[config.mk]
export PLATFORM = sky130hd
export DESIGN_NAME = pdrt_pick
export DESIGN_NICKNAME = d
export VERILOG_FILES = /design/src/rtl/pdrt_pkg.sv /design/src/rtl/pdrt_pick.sv
export SDC_FILE = /design/constraint.sdc
export NUM_CORES = 1
export LEC_CHECK = 0
export BUFFER_PORTS_ARGS = -buffer_cell sky130_fd_sc_hd__buf_2
export CAP_MARGIN = 20
export CORE_ASPECT_RATIO = 1.5
export CORE_UTILIZATION = 38
export CTS_CLUSTER_SIZE = 12
export DETAILED_ROUTE_END_ITERATION = 7
export PLACE_DENSITY = 0.83
export SYNTH_ARGS = -nofsm -noshare
export SYNTH_HDL_FRONTEND = slang
export SYNTH_SLANG_ARGS = --single-unit
[constraint.sdc]
create_clock -name i_clk -period 1.4 [get_ports i_clk]
set_input_delay 0.14 -clock i_clk [delete_from_list [all_inputs] [get_ports i_clk]]
set_output_delay 0.14 -clock i_clk [all_outputs]
set_load 0.02 [all_outputs]
[src/rtl/pdrt_pkg.sv]
// Package for the duplicate packet route table.
// Holds the command and status codes and the entry, query and search hit types.
`default_nettype none
package pdrt_pkg;

    localparam logic [2:0] CMD_INSERT      = 3'd0;
    localparam logic [2:0] CMD_REMOVE      = 3'd1;
    localparam logic [2:0] CMD_FIND        = 3'd2;
    localparam logic [2:0] CMD_HOP_OF_NODE = 3'd3;
    localparam logic [2:0] CMD_NODE_OF_HOP = 3'd4;

    localparam logic [1:0] ST_OK   = 2'd0;
    localparam logic [1:0] ST_MISS = 2'd1;
    localparam logic [1:0] ST_FULL = 2'd2;

    typedef struct packed {
        logic [15:0] node;
        logic [15:0] prev_hop;
        logic [31:0] seq;
        logic [7:0]  hops;
    } t_entry;

    typedef struct packed {
        logic [2:0]  cmd;
        logic [15:0] node;
        logic [15:0] hop;
        logic [31:0] seq;
        logic [7:0]  hops;
    } t_query;

    typedef struct packed {
        logic        found;
        logic [15:0] addr;
        logic [7:0]  hops;
    } t_hit;

endpackage
`default_nettype wire

[src/rtl/pdrt_pick.sv]
// One registered node of the search tree: keeps the lower-index hit of two.
// Uses pdrt_pkg for the hit type.
`default_nettype none
module pdrt_pick #(
    parameter int IW = 6
) (
    input  wire logic          i_clk,
    input  wire logic          i_rst_n,
    input  wire pdrt_pkg::t_hit i_lo_hit,
    input  wire logic [IW-1:0] i_lo_idx,
    input  wire pdrt_pkg::t_hit i_hi_hit,
    input  wire logic [IW-1:0] i_hi_idx,
    output pdrt_pkg::t_hit     o_hit,
    output logic [IW-1:0]      o_idx
);

    logic          r_found;
    logic [15:0]   r_addr;
    logic [7:0]    r_hops;
    logic [IW-1:0] r_idx;

    always_ff @(posedge i_clk) begin
        if (!i_rst_n) begin
            r_found <= 1'b0;
        end else begin
            r_found <= i_lo_hit.found || i_hi_hit.found;
        end
    end

    always_ff @(posedge i_clk) begin
        if (i_lo_hit.found) begin
            r_addr <= i_lo_hit.addr;
            r_hops <= i_lo_hit.hops;
            r_idx  <= i_lo_idx;
        end else begin
            r_addr <= i_hi_hit.addr;
            r_hops <= i_hi_hit.hops;
            r_idx  <= i_hi_idx;
        end
    end

    assign o_hit = '{found: r_found, addr: r_addr, hops: r_hops};
    assign o_idx = r_idx;

endmodule
`default_nettype wire

# Yosys cells after proc, flatten, opt, wreduce, memory -nomap -nowiden
# Index checks and enable logic that the tools add are counted.
# Widths: inputs -> output; s select.
# word_totals
wordCells,8
reg_bits,31
in_bits,64
out_inout_bits,31
# classes
n_reduce_logical,1
mux,3
# ops
cell,count
$mux 16,1
$mux 8,1
$mux 6,1
$logic_or 1x1->1,1

# Logic depth before layout (Yosys ltp)
# logic_depth
ltp_word,1
ltp_mapped,2
ltp_nobuf,1

# Worst setup path before layout
# Ideal clock, no wire load.
# synth_path
path_kind,input to register
start,input i_lo_hit[24] (netlist bit)
end,register r_idx[0] (netlist: o_idx[0])
n_path_buf,1
t_arrival_ns,0.570
required_ns,1.279
stages,2
slack_ns,0.709
setup_ns,0.121
path_cell_list,buf_6 mux2_2
# synth_via
elab_chain_len,1
# synth_rtl
item,line_no,source
"start, declared",pdrt_pick.sv:9,"input wire pdrt_pkg::t_hit i_lo_hit,"
$mux 6,pdrt_pick.sv:31,if (i_lo_hit.found) begin
"end signal, assigned",pdrt_pick.sv:34,r_idx <= i_lo_idx;
"end signal, assigned",pdrt_pick.sv:38,r_idx <= i_hi_idx;
"end, declared",pdrt_pick.sv:20,logic [IW-1:0] r_idx;
# No other way between the ends.
# A chain may end at the register's enable or synchronous reset.

# Final worst setup path
# layout_path
start,register r_hops[1]
end,output o_hit[1] (netlist bit)
# layout_rtl
item,line_no,source
"start, declared",pdrt_pick.sv:19,logic [7:0] r_hops;
"start signal, assigned",pdrt_pick.sv:33,r_hops <= i_lo_hit.hops;
"start signal, assigned",pdrt_pick.sv:37,r_hops <= i_hi_hit.hops;
"end, declared",pdrt_pick.sv:13,"output pdrt_pkg::t_hit o_hit,"
# No word-level cell between the ends.

==> results <==
- The critical path goes through buf_2.
- Adding up every negative setup slack in the final design gives 0 ns.
- The detailed router finished its first iteration with 20 violations.
- The count of vias placed by the detailed router is 871.
- The leakage power is 0.000795 uW.
- After routing the design area is 0.00154 sq mm.
- The number of antenna repair diodes is 0.
- Setup repair after global routing left no endpoint under its margin.
- The total routed wirelength is 2280 um.
- TritonCTS built the clock tree.
- Clock-pin slew was measured on the worst setup and hold paths at 0.09 ns.
- The initial cell density of the core is 40.7%.
- The x dimension of the die is 44.0 um.
- The final layout contains 228 nets.
- The number of resized instances in the post-cts repair step is 0.
- 95 I/O pins were placed.
- The post-route total power is 1810 uW.
- The standard-cell row count is 22.
- The utilization of the core after routing is 62.3%.
- The library cell used as clock root buffer is clkbuf_4.
- For the worst setup path, the data arrival time is 0.81 ns.
- The H-tree depth is 2.
- In this run the post-CTS setup repair buffer count came out at 0.
- The hold-fix buffer count after cts is 0.
- In this run the tightest slew margin relative to its limit is 89.0%.
- The peak clock frequency supported by timing is 1.05 GHz.
- The required time of the worst setup path is 1.26 ns.
- The worst setup path is launched from a register.
- The area share of the largest cell type after synthesis is 61.6%.
- The cell area that synthesis handed to floorplanning was 0.00101 sq mm.
- The sort of element at the end of the critical path is an output pin.
- The final count of negative-setup-slack endpoints is 0.
- IR analysis of the VDD net gives a maximum drop of 0.000658 V.
- Synthesis produced 66 cells.
- Once placement finished, the instance area stood at 0.00149 sq mm.
- The first-pass iteration count of the detailed router is 8.
- Entering global routing, the biggest net connects 32 pins.
- The max-capacitance violation count is 0.
- The final reports fail on DRC.
- By area the synthesized netlist is led by dfxtp_1, mux2_2, buf_6.
- The final critical-path share of the clock period is 67.9%.
- The clock passes through at most 2 buffers.
- During synthesis, Yosys emitted a total of 0 warnings.
- In this run the remaining antenna-violating nets after routing total 0.
- Summed over all nets, the half-perimeter wirelength after detailed placement is 1810 um.
- The total global routing track utilization is 16.6%.
- The most common cell after layout, fill and taps aside is buf_2.
- Dividing the detail-routed wire length by the instance count gives 12.1 um.
- The flow ran to the end, but the final reports show violations.
- Summing the sequential cell areas from Yosys gives 61.6% of the chip area.
- The core footprint is 0.00248 sq mm.
- The largest incremental delay on the critical path is 0.33 ns.
- The worst hold path was traced through 2 stages.
- The worst hold path terminates at r_found$_SDFF_PN0_.
- The maximum net fanout on the critical path is 1.
- The clock sink total is 31.
- The number of antenna violations at the first check in global routing is 0.
- The buffering stage count on the worst path with inverters included is 1.
- The worst hold path belongs to the class in -> reg.
- At the pin with the least slew margin, the transition time is 0.164 ns.
- After detailed routing, the number of remaining DRC violations is 8.
- The worst-path cell with the longest stage delay is dfxtp_1.
- The count of input and output buffers is 94.
- The minimum clock period is 0.950 ns.
- Summing all multi-input logic gate instances after layout gives 345 sq um.
- The total global routing overflow is 0.
- The area growth from synthesis to layout is 53.2%.
- The number of global-route vias before repair is 789.
- The number of slew-limit violations in the final report is 0.
- The number of synthesized register bits is 31.
- The floorplan step defined a die boundary enclosing 0.00286 sq mm.
- The distinct cell type count after synthesis is 5.
- A synthesized cell averages 15.3 sq um.
- The layout has 212 filler cells.
- The kind of cell with the highest combined delay along the critical path is flip-flops.
- The die is 65.1 um tall.
- The library cells used most frequently in the layout, excluding fill and tap cells, are buf_2, dfxtp_1, mux2_2.
- The per-cell via count in the routed design is 4.63.
- The power density normalized to cell area is 1170 mW/mm^2.
- By startpoint and endpoint, the worst setup path is classified as reg -> out.
- The cell taking the most area after synthesis is dfxtp_1.
- The share of final-layout standard cells stronger than drive strength 1 is 80.5%.
- The congestion estimate from routability-driven global placement came to 0.656.
- The global-route wire length before repair is 3290 um.
- The number of hold violations in the final report is 0.
- Synthesis produced a netlist with a net count of 130.
- Summing all flip-flop and latch instances after layout gives 621 sq um.
- The worst hold path begins at i_hi_hit[24].
- The number of buffers added by the clock tree synthesis step is 5.
metal layers:
metal  vias to the layer above  global-route usage [%]  share of wire (%)
li1                        423                       -                  -
met1                       385                    13.2                 28
met2                        57                    29.4                 58
met3                         6                    8.91                 11
met4                         0                    11.0                2.5
met5                         -                       0                  0
registers in the layout, indices dropped and copies added (netlist names):
name / cells
o_idx: 6
r_addr: 16
r_found: 1
r_hops: 8
Yosys cell counts:
master	number
dfxtp_1	31
o21a_1	1
buf_4	1
buf_6	3
mux2_2	30
cells by family (layout without fill, tap and decap cells):
| family | count (synthesis) | in the layout | share of synthesized area, % |
|---|---|---|---|
| mux | 30 | 30 | 33.5 |
| flops | 31 | 31 | 61.6 |
| buf+inv | 4 | 102 | 4.10 |
| compound gates | 1 | 1 | 0.746 |
through the flow:
| step | std cells | hold WS [ns] | setup WS [ns] |
|---|---|---|---|
| finish | 188 | 0.0285 | 0.450 |
| global route | 188 | 0.00383 | 0.383 |
| CTS | 188 | 0.0133 | 0.427 |
| detailed placement | 181 | 0.357 | 0.476 |
| global placement | 181 | 0.344 | 0.487 |
| floorplan | 66 | 0.250 | 0.709 |
how the worst max path moves through the flow:
stage	slack, ns	endpoint	cells past startpoint	from
after floorplan	0.71	o_idx[0]$_DFF_P_	2	i_lo_hit[24]
after global placement	0.49	r_addr[12]$_DFF_P_	3	i_lo_hit[24]
after detailed placement	0.48	r_addr[12]$_DFF_P_	3	i_lo_hit[24]
after CTS	0.43	o_hit[12]	1	r_addr[4]$_DFF_P_
after global routing	0.38	o_hit[9]	1	r_addr[1]$_DFF_P_
final	0.45	o_hit[1]	1	r_hops[1]$_DFF_P_
power breakdown:
part | switching (uW) | internal, uW
sequential | 15.4 | 952
combinational | 167 | 174
clock | 270 | 232
final cells by class:
type,instances,share of cell area [%]
flip-flops and latches,31,40.2
repair buffers,95,31.8
multi-input cells,31,22.4
clock buffers,6,3.33
well taps,24,1.95
clock inverters,1,0.324
No activity file was read; power rests on OpenSTA's default activity.
