===== config.mk =====
export PLATFORM = sky130hd
export DESIGN_NAME = pdrt_cell
export DESIGN_NICKNAME = d
export VERILOG_FILES = /design/src/rtl/pdrt_pkg.sv /design/src/rtl/pdrt_cell.sv
export SDC_FILE = /design/constraint.sdc
export NUM_CORES = 1
export LEC_CHECK = 0
export ABC_AREA = 1
export BUFFER_PORTS_ARGS = -buffer_cell sky130_fd_sc_hd__clkbuf_2
export CAP_MARGIN = 20
export CORE_UTILIZATION = 40
export CTS_CLUSTER_DIAMETER = 40
export DETAILED_ROUTE_END_ITERATION = 8
export PLACE_DENSITY = 0.78
export SLEW_MARGIN = 30
export SYNTH_ARGS = -nofsm -noshare
export SYNTH_HDL_FRONTEND = slang
export SYNTH_SLANG_ARGS = --single-unit

===== constraint.sdc =====
create_clock -name i_clk -period 5.92 [get_ports i_clk]
set_input_delay 1.184 -clock i_clk [delete_from_list [all_inputs] [get_ports i_clk]]
set_output_delay 1.184 -clock i_clk [all_outputs]
set_load 0.05 [all_outputs]

===== src/rtl/pdrt_pkg.sv =====
// Package for the duplicate packet route table.
// Holds the command and status codes and the entry, query and search hit types.
`default_nettype none
package pdrt_pkg;

    localparam logic [2:0] CMD_INSERT      = 3'd0;
    localparam logic [2:0] CMD_REMOVE      = 3'd1;
    localparam logic [2:0] CMD_FIND        = 3'd2;
    localparam logic [2:0] CMD_HOP_OF_NODE = 3'd3;
    localparam logic [2:0] CMD_NODE_OF_HOP = 3'd4;

    localparam logic [1:0] ST_OK   = 2'd0;
    localparam logic [1:0] ST_MISS = 2'd1;
    localparam logic [1:0] ST_FULL = 2'd2;

    typedef struct packed {
        logic [15:0] node;
        logic [15:0] prev_hop;
        logic [31:0] seq;
        logic [7:0]  hops;
    } t_entry;

    typedef struct packed {
        logic [2:0]  cmd;
        logic [15:0] node;
        logic [15:0] hop;
        logic [31:0] seq;
        logic [7:0]  hops;
    } t_query;

    typedef struct packed {
        logic        found;
        logic [15:0] addr;
        logic [7:0]  hops;
    } t_hit;

endpackage
`default_nettype wire


===== src/rtl/pdrt_cell.sv =====
// One table slot: holds an entry, compares it against the current query,
// and loads a new entry or takes its neighbor's on removal. Uses pdrt_pkg.
`default_nettype none
module pdrt_cell (
    input  wire logic            i_clk,
    input  wire logic            i_rst_n,
    input  wire logic            i_load,
    input  wire logic            i_shift,
    input  wire pdrt_pkg::t_query i_query,
    input  wire logic            i_next_valid,
    input  wire pdrt_pkg::t_entry i_next_entry,
    output logic                 o_valid,
    output pdrt_pkg::t_entry     o_entry,
    output logic                 o_match
);

    logic             r_valid;
    pdrt_pkg::t_entry r_entry;
    logic             r_match;
    logic             n_match;

    always_comb begin
        case (i_query.cmd)
            pdrt_pkg::CMD_INSERT, pdrt_pkg::CMD_REMOVE, pdrt_pkg::CMD_FIND: begin
                n_match = (r_entry.node == i_query.node) && (r_entry.seq == i_query.seq);
            end
            pdrt_pkg::CMD_HOP_OF_NODE: begin
                n_match = (r_entry.node == i_query.node);
            end
            pdrt_pkg::CMD_NODE_OF_HOP: begin
                n_match = (r_entry.prev_hop == i_query.hop);
            end
            default: begin
                n_match = 1'b0;
            end
        endcase
        n_match = n_match && r_valid;
    end

    always_ff @(posedge i_clk) begin
        if (!i_rst_n) begin
            r_valid <= 1'b0;
            r_match <= 1'b0;
        end else begin
            r_match <= n_match;
            if (i_load) begin
                r_valid <= 1'b1;
            end else if (i_shift) begin
                r_valid <= i_next_valid;
            end
        end
    end

    always_ff @(posedge i_clk) begin
        if (i_load) begin
            r_entry.node     <= i_query.node;
            r_entry.prev_hop <= i_query.hop;
            r_entry.seq      <= i_query.seq;
            r_entry.hops     <= i_query.hops;
        end else if (i_shift) begin
            r_entry <= i_next_entry;
        end
    end

    assign o_valid = r_valid;
    assign o_entry = r_entry;
    assign o_match = r_match;

endmodule
`default_nettype wire


After elaboration in Yosys (flattened, before gate mapping)
Cells that the tools add are included.
Storage, ports and cells
  word-level logic and storage cells: 23
  input port bits: 152
  bits in latches: 0
  RAM bits: 0
  memory bits (read-only): 0
  memories: 0
  output and inout bits: 74
  flip-flop bits (word level): 74
Cells by class
  bitwise gates (word level): 0
  div/mod/pow operators: 0
  reduce and logical (&&, ||, !) cells: 5
  $mul: 0
  magnitude comparators: 0
  shifts and indexed selects: 0
  add/subtract/negate cells: 0
  eq/ne operators: 7
  muxes and demuxes: 5
Operators with widths (number)
  72-bit 2-to-1 mux: 2
  16-bit equality test: 2
  32-bit equality test: 1
  3-bit by 2-bit equality test with 1-bit output (second input constant): 2
  3-bit by 1-bit equality test with 1-bit output (second input constant): 1
  3-bit equality test (second input constant): 1
  3-bit logical NOT: 1
  1-bit one-hot mux with 3 select lines: 1
  3-bit OR reduction: 1
  1-bit logical AND: 2
  1-bit 2-to-1 mux: 2
  2-bit nonzero test: 1

Depth between registers and ports, before layout
  depth after elaboration: 4
  mapped depth: 10
  depth with buffers taken out: 10

Worst setup path before layout
Ideal clock, no wire load.
  path type: input to register
  from: input port i_load
  to: register r_entry (netlist bit o_entry[0]), enable pin
  arrival time: 2.816 ns
  buffers on the path: 2
  cell stages on the path: 4
  slack: 2.361 ns
  setup time: 0.743 ns
  data required time: 5.177 ns
  cells stage by stage: inv_2 buf_2 buf_2 nand2_1
Between the ends
  cells in the longest elaborated chain, start to end: 1
RTL lines
  start, declared: RTL line pdrt_cell.sv:7  | input wire logic i_load,
  2-bit nonzero test (no source line)
  end signal, assigned: RTL line pdrt_cell.sv:61  | r_entry <= i_next_entry;
  end, declared: RTL line pdrt_cell.sv:18  | pdrt_pkg::t_entry r_entry;
Every way passes these cells.
A chain may end at the register's enable or synchronous reset.

Worst setup path after layout
  from: input port i_load
  to: register r_entry (netlist bit o_entry[35]) (data pin)
Between the ends
  cells in the longest elaborated chain, start to end: 1
RTL lines
  72-bit 2-to-1 mux: RTL line pdrt_cell.sv:55  | if (i_load) begin
Every way passes these cells.

==> summary.md <==
| Metric | Value |
|---|---|
| Run status | `completed` |
| Count of endpoints failing setup in the final report | `0` |
| Final slew viol count | `0` |
| Hold path cells | `2` |
| P per Cell Area | `277.8 nW/um^2` |
| Num rows | `37` |
| DIE WIDTH | `105.9 um` |
| Syn Nets | `between 700 and 800` |
| Fin crit share | `0.4375` |
| Fraction of layout cells with a size suffix above 1 | `0.3078` |
| Post-Synth XOR/XNOR Area | `0.04260` |
| Leakage | `between 3 and 4 nW` |
| Compound-gate portion of the synthesized area | `0.05795` |
| Largest family of logic cells by synthesized area | `simple AND/OR/NAND/NOR gates` |
| Vias in the first global route | `3,721` |
| N_diodes | `0` |
| Resized Gates After CTS | `0` |
| Crit path DAT | `between 2000 and 3000 ps` |
| Area grow syn2layout | `34.63%` |
| Initial antenna violation count | `0` |
| CP required | `5970 ps` |
| Longest Clk Path Bufs | `2` |
| Ports | `~230` |
| Slew Limit Headroom | `0.5129` |
| GRT Total Usage | `0.1933` |
| Hold_ws | `about 520 ps` |
| Yosys reg bits | `between 70 and 80` |
| Net count reported at finish | `between 900 and 1,000` |
| Setup crit start kind | `input port` |
| Peak VDD IR | `119.8 uV` |
| Die area | `11,210 um^2` |
| Detailed Place HPWL | `8.363 mm` |
| Unique masters post-synth | `21` |
| Hold Vio Cnt, Final | `0` |
| Total Neg Setup Slack | `0 ps` |
| RSZ-0062 raised after global routing | `false` |
| Placeable Area | `roughly 10,000 um^2` |
| Number of flops mapped to enable cells by yosys | `72` |
| Synth area leaders | `edfxtp_1 (50%), nand2_1 (24%), inv_1 (7.6%)` |
| DR pass1 iterations | `4` |
| GR Util met1 | `0.2335` |
| Synth Area in Adders | `0` |
| Final instance area | `5813 um^2` |
| Synthesis warning total | `0` |
| Largest net degree at the start of global routing | `about 120` |
| Syn_area_per_cell | `7.419 um^2` |
| TritonCTS clock tree | `done` |
| Clk sinks | `74` |
| Placed inst area | `about 5600 um^2` |
| Mux cell area share after synthesis | `0` |
| Setup bufs post-CTS | `0` |
| First-pass GRT wire length | `approximately 17 mm` |
| Slew @ Worst Pin | `about 730 ps` |
| Remaining DRCs | `0` |
| Crit Path Max Fanout | `about 120` |
| Crit end category | `flop` |
| Met2 Usage GRT | `0.3296` |
| H-tree Lvls | `3` |
| Met3 GRT Util | `0.04782` |
| Top cell type by total area after synthesis | `edfxtp_1` |
| Layer with the highest usage | `met2` |
| Post-Syn Instances | `just under 600` |
| Tightest Hold Check Type | `flop to flop` |
| Final Wtd Congestion | `0.7857` |
| DR iter-0 viols | `187` |
| Cts bufs inserted | `9` |
| Routed vias/inst | `between 4 and 5` |
| DRT antenna net count | `0` |
| Post-CTS Hold Fix Bufs | `0` |
| Avg WL per Cell | `between 10 and 15 um` |
| Async SR Flop Fraction | `0` |
| Ys flop type | `edfxtp_1` |
| List of most frequent post-synthesis cells | `nand2_1 (281), inv_1 (87), edfxtp_1 (72)` |
| Clock Skew | `between 10 and 15 ps` |
| Clk slew on worst S/H paths | `~80 ps` |
| Synthesized cell area | `~4300 um^2` |
| Post-synthesis simple-gate area fraction | `0.2970` |
| Final min period | `2590 ps` |
| Critical path class | `input port to flop` |
| Clk_lat worst skew | `roughly 340 ps` |
| Synth top area share | `0.5007` |
| Wirelength, routed | `between 10 and 15 mm` |
| Max-cap violations | `0` |
| Sequential cell area fraction in the yosys report | `0.5100` |
| Most common cell in the synthesized netlist | `nand2_1` |
| Grt total ovfl | `0` |
| F_max | `between 0.3 and 0.4 GHz` |
| Initial Util | `0.4145` |
| Port Buffers | `between 200 and 250` |
| Die Ht | `105.9 um` |
| FF-to-FF path depth | `9` |
| Via count | `4,187` |
| Root Buffer | `clkbuf_8` |
report_power, final:
group / internal, mW / switching [mW] / total, mW
clock: 0.276 / 0.187 / 0.463
sequential: 0.643 / 0.0399 / 0.683
combinational: 0.128 / 0.340 / 0.468
total: 1.05 / 0.568 / 1.61
worst max-delay path, stage by stage:
cell and delay (ps):
clkbuf_2 370, clkinv_2 220, buf_6 590, o21ai_0 220
state kept, by name, summed over array words and instances (netlist names):
signal   count
o_valid      1
o_match      1
o_entry     72
path summary, 6_finish.rpt:
check,endpoint,from,slack (ps)
worst min register to register,o_valid,o_valid,520
worst max register to register,o_match,o_entry[38],4490
worst min-delay path,o_valid,o_valid,520
worst max-delay path,o_entry[35],i_load,3330
cells by family (layout without fill, tap and decap cells):
family | after synthesis | after routing
buffers and inverters | 105 | 332
xor gates and xnor gates | 21 | 21
AOI/OAI and AO/OA | 48 | 48
DFF | 74 | 74
and+or+nand+nor | 334 | 334
stage by stage:
step | util | power (mW) | std cells | worst slack, ps
6_report | 0.5581 | 1.615 | 945 | 3330
3_5_place_dp | 0.5347 | 1.164 | 929 | 2741
2_1_floorplan | - | 1.020 | 582 | 2361
5_1_grt | 0.5581 | 1.692 | 945 | 3193
3_3_place_gp | 0.5347 | 1.157 | 929 | 2882
4_1_cts | 0.5569 | 1.630 | 945 | 3147
cells in the final DEF, fill, tap and decap left out, types with 2 or more instances in the layout:
cell,instances
dfxtp_1,2
nor2_1,40
inv_1,87
clkinv_2,3
xor2_1,21
nor2_2,4
clkbuf_2,225
bufinv_16,3
nand2_1,280
o21ai_0,43
nand3_1,4
nand4_1,2
a21oi_1,2
edfxtp_1,72
clkinv_1,3
clkbuf_8,9
metal layers:
layer / wire [um] / vias to the layer above / share of wire
li1: - / 2222 / -
met1: 4697 / 1781 / 0.43
met2: 5163 / 171 / 0.47
met3: 860 / 13 / 0.079
met4: 172 / 0 / 0.016
met5: 0 / - / 0
area by class of cell:
cell class | count | area [um^2]
Clock buffer | 9 | 123.9
Sequential cell | 74 | 2202
Inverter | 90 | 339.1
Tap cell | 136 | 170.2
Multi-Input combinational cell | 403 | 1733
Fill cell | 973 | 4603
Clock inverter | 7 | 107.6
Timing Repair Buffer | 226 | 1137
(Power assumes the default switching activity.)
